File: src/rtl/rwa_pkg.sv
package rwa_pkg;

    localparam int AVG_W  = 24;
    localparam int HELD_W = 9;
    localparam int SUM_W  = 32;

    localparam int DEF_MAX_WINDOW = 256;

    localparam logic [HELD_W-1:0] WLEN_RESET = HELD_W'(16);

    // saturation limits of the average, held at the width of the running sum
    localparam logic [SUM_W-1:0] AVG_POS_LIM = SUM_W'(2 ** (AVG_W - 1) - 1);
    localparam logic [SUM_W-1:0] AVG_NEG_LIM = SUM_W'(2 ** (AVG_W - 1));

    localparam logic OP_SAMPLE = 1'b0;
    localparam logic OP_CLEAR  = 1'b1;

    typedef struct packed {
        logic              op;
        logic [AVG_W-1:0]  sample;
    } rwa_in_t;

    typedef struct packed {
        logic [AVG_W-1:0]  average;
        logic [HELD_W-1:0] samples_held;
        logic              window_full;
    } rwa_out_t;

    typedef struct packed {
        logic              start;
        logic [SUM_W-1:0]  dividend;
        logic [HELD_W-1:0] divisor;
    } div_req_t;

    typedef struct packed {
        logic              done;
        logic [AVG_W-1:0]  quotient;
    } div_rsp_t;

endpackage

File: src/rtl/rwa_divider.sv
module rwa_divider (
    input  logic              clk,
    input  logic              rst_n,
    input  rwa_pkg::div_req_t req,
    output rwa_pkg::div_rsp_t rsp
);

    localparam int SUM_W  = rwa_pkg::SUM_W;
    localparam int HELD_W = rwa_pkg::HELD_W;
    localparam int AVG_W  = rwa_pkg::AVG_W;
    localparam int CNT_W  = $clog2(SUM_W + 1);

    logic              busy_reg, busy_next;
    logic              done_reg, done_next;
    logic [CNT_W-1:0]  cnt_reg, cnt_next;
    logic [HELD_W-1:0] rem_reg, rem_next;
    logic [SUM_W-1:0]  quo_reg, quo_next;
    logic [HELD_W-1:0] dvs_reg, dvs_next;
    logic              neg_reg, neg_next;
    logic [AVG_W-1:0]  result_reg, result_next;

    logic [HELD_W:0]   shifted;
    logic [HELD_W+1:0] diff;

    // one restoring step: shift in the next dividend bit, try the subtract
    assign shifted = {rem_reg, quo_reg[SUM_W-1]};
    assign diff    = {1'b0, shifted} - {2'b00, dvs_reg};

    always_comb
    begin
        busy_next   = busy_reg;
        done_next   = 1'b0;
        cnt_next    = cnt_reg;
        rem_next    = rem_reg;
        quo_next    = quo_reg;
        dvs_next    = dvs_reg;
        neg_next    = neg_reg;
        result_next = result_reg;
        if (req.start)
        begin
            busy_next = 1'b1;
            cnt_next  = CNT_W'(SUM_W);
            rem_next  = '0;
            dvs_next  = req.divisor;
            neg_next  = req.dividend[SUM_W-1];
            quo_next  = req.dividend[SUM_W-1] ? (~req.dividend + SUM_W'(1)) : req.dividend;
        end
        else if (busy_reg && (cnt_reg != '0))
        begin
            cnt_next = cnt_reg - CNT_W'(1);
            if (!diff[HELD_W+1])
            begin
                rem_next = diff[HELD_W-1:0];
                quo_next = {quo_reg[SUM_W-2:0], 1'b1};
            end
            else
            begin
                rem_next = shifted[HELD_W-1:0];
                quo_next = {quo_reg[SUM_W-2:0], 1'b0};
            end
        end
        else if (busy_reg)
        begin
            // restore the sign and clamp to the output range
            busy_next = 1'b0;
            done_next = 1'b1;
            if (neg_reg)
            begin
                if (quo_reg > rwa_pkg::AVG_NEG_LIM)
                begin
                    result_next = rwa_pkg::AVG_NEG_LIM[AVG_W-1:0];
                end
                else
                begin
                    result_next = ~quo_reg[AVG_W-1:0] + AVG_W'(1);
                end
            end
            else if (quo_reg > rwa_pkg::AVG_POS_LIM)
            begin
                result_next = rwa_pkg::AVG_POS_LIM[AVG_W-1:0];
            end
            else
            begin
                result_next = quo_reg[AVG_W-1:0];
            end
        end
    end

    always_ff @(posedge clk or negedge rst_n)
    begin
        if (!rst_n)
        begin
            busy_reg <= 1'b0;
            done_reg <= 1'b0;
            cnt_reg  <= '0;
        end
        else
        begin
            busy_reg <= busy_next;
            done_reg <= done_next;
            cnt_reg  <= cnt_next;
        end
    end

    always_ff @(posedge clk)
    begin
        rem_reg    <= rem_next;
        quo_reg    <= quo_next;
        dvs_reg    <= dvs_next;
        neg_reg    <= neg_next;
        result_reg <= result_next;
    end

    assign rsp.done     = done_reg;
    assign rsp.quotient = result_reg;

endmodule

File: config.mk
export PLATFORM = sky130hd
export DESIGN_NAME = rwa_divider
export DESIGN_NICKNAME = d
export VERILOG_FILES = /design/src/rtl/rwa_pkg.sv /design/src/rtl/rwa_divider.sv
export SDC_FILE = /design/constraint.sdc
export NUM_CORES = 1
export LEC_CHECK = 0
export BUFFER_PORTS_ARGS = -buffer_cell sky130_fd_sc_hd__buf_4
export CAP_MARGIN = 5
export CORE_ASPECT_RATIO = 1.4
export CORE_MARGIN = 5
export CORE_UTILIZATION = 48
export CTS_CLUSTER_SIZE = 8
export DETAILED_ROUTE_END_ITERATION = 12
export PLACE_DENSITY = 0.68
export SLEW_MARGIN = 40
export SYNTH_ARGS = -nofsm -noshare
export SYNTH_HDL_FRONTEND = slang
export SYNTH_SLANG_ARGS = --single-unit
File: constraint.sdc
create_clock -name clk -period 4.2 [get_ports clk]
set_input_delay 0.63 -clock clk [delete_from_list [all_inputs] [get_ports clk]]
set_output_delay 0.63 -clock clk [all_outputs]
set_load 0.005 [all_outputs]
# After elaboration in Yosys (flattened, before gate mapping)
# Cells that the tools add are included.
word_totals:
  regBits: 83
  in_bits: 44
  output_inout_bits: 25
  word_cells: 38
classes:
  n_addsub: 4
  magnitude_cmp: 2
  eq_ne: 1
  mux: 15
  bitwise: 4
  n_reduce_logical: 4
op_table:
  columns: ["op", "count"]
  rows:
  - ["$mux 32", 3]
  - ["$mux 24", 3]
  - ["$add 32x1->32 const B", 1]
  - ["$gt 32x23->1 const B", 1]
  - ["$gt 32x24->1 const B", 1]
  - ["$not 32->32", 1]
  - ["$add 24x1->24 const B", 1]
  - ["$not 24->24", 1]
  - ["$mux 6", 2]
  - ["$sub 10x9->11", 1]
  - ["$mux 9", 1]
  - ["$mux 1", 6]
  - ["$reduce_bool 6->1", 1]
  - ["$sub 6x1->6 const B", 1]
  - ["$reduce_and 3->1", 1]
  - ["$ne 2x2->1 const B", 1]
  - ["$not 1->1", 2]
  - ["$reduce_bool 2->1", 1]
  - ["$logic_and 1x1->1", 1]

# Depth between registers and ports, before layout
logic_depth:
  word_depth: 4
  mapped_depth: 10
  ltp_nobuf: 9

# Worst setup path after synthesis
# OpenSTA, ideal clock, no wires.
synth_timing:
  path_kind: "in2reg"
  start: "input port req[41] in the netlist's numbering"
  end: "register result_reg[0] (enable)"
  setup_ps: 435
  t_arrival_ps: 2701
  t_required_ps: 3765
  path_slack_ps: 1064
  cell_stages: 3
  path_buffers: 2
  cell_sequence: "clkbuf_1 clkbuf_1 nor3_1"
synth_via:
  elab_chain_len: 2
synth_lines:
  columns: ["item", "line", "text"]
  rows:
  - ["start: declaration", "rwa_divider.sv:4", "input rwa_pkg::div_req_t req,"]
  - ["$not 1->1 (no source line)", null, null]
  - ["$reduce_and 3->1 (no source line)", null, null]
  - ["end signal: assignment", "rwa_divider.sv:111", "result_reg <= result_next;"]
  - ["end: declaration", "rwa_divider.sv:20", "logic [AVG_W-1:0] result_reg, result_next;"]
# No other way between the ends.
# A chain may end at the register's enable or synchronous reset.

# Final worst setup path
layout_timing:
  start: "register quo_reg[31]"
  end: "register rem_reg[2]"
layout_via:
  elab_chain_len: 2
layout_lines:
  columns: ["item", "line", "text"]
  rows:
  - ["start: declaration", "rwa_divider.sv:17", "logic [SUM_W-1:0] quo_reg, quo_next;"]
  - ["start signal: assignment", "rwa_divider.sv:108", "quo_reg <= quo_next;"]
  - ["$sub 10x9->11", "rwa_divider.sv:27", "assign diff = {1'b0, shifted} - {2'b00, dvs_reg};"]
  - ["$mux 9", "rwa_divider.sv:51", "if (!diff[HELD_W+1])"]
  - ["end signal: assignment", "rwa_divider.sv:107", "rem_reg <= rem_next;"]
  - ["end: declaration", "rwa_divider.sv:16", "logic [HELD_W-1:0] rem_reg, rem_next;"]
# No other way between the ends.

==> summary.md <==
| Metric | Value |
|---|---|
| Status | complete, no violations |
| Sink Count | 83 |
| EDFF count, synth | 66 |
| Asr flop ratio synth | 0.0964 |
| GRT Total Usage | 0.180 |
| Flop2flop setup slack | 1.36 ns |
| Most frequent cells in the layout | buf_4, edfxtp_1, nor2_1 |
| Setup WS pre-CTS | 1.24 ns |
| Critical path launch point type | flop |
| CTS root buffer | clkbuf_16 |
| Power per Cell Area | 469 nW/µm² |
| Vias per cell | 5.84 |
| CP cell instances | inv_1, ha_1, inv_1, fa_1, a211oi_1, o21ai_0, a311oi_4, mux2i_1, o21ai_0 |
| Routed Antenna Nets | 0 |
| Least-Margin Pin Slew | 0.799 ns |
| Commonest non-fill, non-tap cell in the layout | buf_4 |
| Fin cells | 713 |
| First-pass DRT Iterations | 4 |
| Final Total Pwr | 0.00283 W |
| Yosys Warn Count | 0 |
| Final setup skew | 0.0101 ns |
| Final slew viol count | 0 |
| Number of synthesized register bits | 83 |
| Die Area | 12800 µm² |
| IO buf count | 68 |
| GPL Wtd Cong | 0.885 |
| Residual DRC count | 0 |
| DRT iter0 DRCs | 152 |
| Pin count of the biggest net entering global routing | 79 |
| RSZ-0062 raised after global routing | no |
| I/O pin total | 69 |
| Syn Nets | 569 |
| Endpoints failing setup | 0 |
| WP data required | 4.38 ns |
| Final HPWL DP | 8840 µm |
| Crit path DAT | 3.03 ns |
| Post_cts resized | 0 |
| Slowest CP cell | a311oi_4 |
| Via count | 4167 |
| Hold Fails Final Rpt | 0 |
| # hold bufs at CTS | 0 |
| Initial core utilization | 0.491 |
| Crit path capture type | flop |
| P_leak | 2.25 nW |
| Chip Height | 132 µm |
| Final min period | 2.84 ns |
| Layout cells sized above 1 | 0.212 |
| CP max stage delay | 0.66 ns |
| Die Wd | 97.1 µm |
| Max Cap Viol | 0 |
| Area grow syn2layout | 18.3% |
| Sum Neg Setup Slack | 0 ns |
| Clk_lat worst skew | 0.33 ns |
| Post-synthesis sequential area ratio | 0.463 |
| Nets | 628 |
| Initial antenna violation count | 0 |
| Worst slew margin | 0.467 |
| Routed wire per std cell | 16.6 µm |
| CTS H-tree depth | 3 |
| Dpl cells | 697 |
| Cell variety after synth | 68 |
| Post-CTS Setup Repair Bufs | 0 |
| GR Overflow Total | 0 |
| Mapped Area | 5100 µm² |
| Longest Clk Path Bufs | 2 |
| Max reg flops | 32 |
| Reg clk slew, reported paths | 0.06 ns |
| Synth Flop Type | edfxtp_1 |
| Vias in the first global route | 4058 |
| CTS tree | done |
| Worst Hold Slack | 0.105 ns |
| Final wirelength | 11800 µm |
| Mapped Avg Cell Area | 9.99 µm² |
| Post-Syn Instances | 511 |
| Peak supply drop | 0.251 mV |
| Max Clk Rate | 352 MHz |
| TritonCTS buffer count | 9 |
| Class of the worst hold path | primary input to async pin |
| Core ar. | 10400 µm² |
| Final Cycle Share | 0.677 |
| Fill count | 893 |
| Row count | 44 |
| First-pass GRT wire length | 19100 µm |
| CP max FO | 13 |
| Final WS setup | 1.36 ns |
| ANT cells | 0 |
| Crit path kind | flop to flop |
==> per-layer routing <==
metal  track usage  vias to the layer above  share of wire
li1              -                     2065              -
met1         0.198                     1956           0.40
met2         0.329                      118           0.53
met3        0.0296                       28          0.038
met4        0.0945                        0          0.034
met5             0                        -              0
==> kinds of logic after synthesis <==
kind of cell	count (synthesis)	synth area share
adder cells (fa/ha/maj)	14	0.0358
multiplexers	10	0.0213
AND/OR/NAND/NOR	178	0.187
AO/OA/AOI/OAI	139	0.188
buffers and inverters	49	0.0397
XOR/XNOR	38	0.0652
flip-flops	83	0.463
==> area by class of cell <==
class / instances / area (µm²) / area share
multi-input combinational: 379 / 2570 / 0.426
sequential: 83 / 2360 / 0.391
timing repair buffer: 73 / 548 / 0.0908
clock buffer: 13 / 270 / 0.0448
tap: 138 / 173 / 0.0286
inverter: 24 / 90.1 / 0.0149
clock inverter: 3 / 21.3 / 0.00352
==> stage by stage <==
step | area, µm² | utilization
floorplan | 5100 | -
global placement | 5720 | 0.549
detailed placement | 5730 | 0.551
CTS | 6020 | 0.579
global route | 6040 | 0.580
finish | 6040 | 0.580
==> cells in the mapped netlist (2+ instances only) <==
library cell | instances | share of area
nor2b_1 | 2 | 0.0025
nor4_1 | 7 | 0.0086
a21o_1 | 2 | 0.0029
edfxtp_1 | 66 | 0.39
nor3_1 | 11 | 0.011
buf_2 | 6 | 0.0059
mux2_2 | 3 | 0.0066
a311oi_1 | 10 | 0.017
o41ai_1 | 2 | 0.0034
o21a_1 | 2 | 0.0029
nand4b_1 | 3 | 0.0051
o21ai_0 | 17 | 0.017
o31ai_1 | 12 | 0.018
xor2_1 | 30 | 0.051
o41ai_2 | 5 | 0.016
and2_1 | 2 | 0.0025
dfxtp_1 | 9 | 0.035
a21oi_1 | 53 | 0.052
nand2_1 | 27 | 0.020
nand2b_1 | 4 | 0.0049
xnor2_1 | 8 | 0.014
nor4_2 | 4 | 0.0098
or3_1 | 8 | 0.0098
o22ai_1 | 6 | 0.0074
mux2i_1 | 6 | 0.012
nor2_1 | 60 | 0.044
o221a_2 | 2 | 0.0044
and3_1 | 3 | 0.0037
a32oi_1 | 3 | 0.0051
or2_2 | 6 | 0.0074
nand4_1 | 9 | 0.011
or4_4 | 4 | 0.0088
o21bai_1 | 2 | 0.0029
or4_1 | 7 | 0.010
a211oi_1 | 3 | 0.0044
inv_1 | 24 | 0.018
dfrtp_1 | 8 | 0.039
ha_1 | 13 | 0.032
o22a_1 | 2 | 0.0034
nand3_1 | 12 | 0.012
clkbuf_1 | 17 | 0.013
a31oi_1 | 5 | 0.0061
==> worst paths after layout <==
check | start | depth (start not counted) | endpoint
worst min register to register | rem_reg[4] | 2 | rem_reg[4]
worst min-delay path | rst_n | 1 | cnt_reg[4]
worst max-delay path | quo_reg[31] | 9 | rem_reg[2]
worst max register to register | quo_reg[31] | 9 | rem_reg[2]
min in group clk | req[8] | 1 | dvs_reg[8]
max in group asynchronous | rst_n | 1 | cnt_reg[0]
==> critical path: cells and delay by family, from the launching register on <==
kind                       cells  cell delay [ns]
DFF                            1             0.41
buffers and inverters          2             0.13
muxes                          1             0.25
AOI/OAI and AO/OA              4             1.33
adders and majority gates      2             0.57
==> power breakdown <==
group | internal, W | switching, W
logic | 0.000355 | 0.000455
clock network | 0.000449 | 0.000303
registers | 0.00110 | 0.000175
total | 0.00190 | 0.000933
Note: power is estimated with default switching activity, not from simulation.
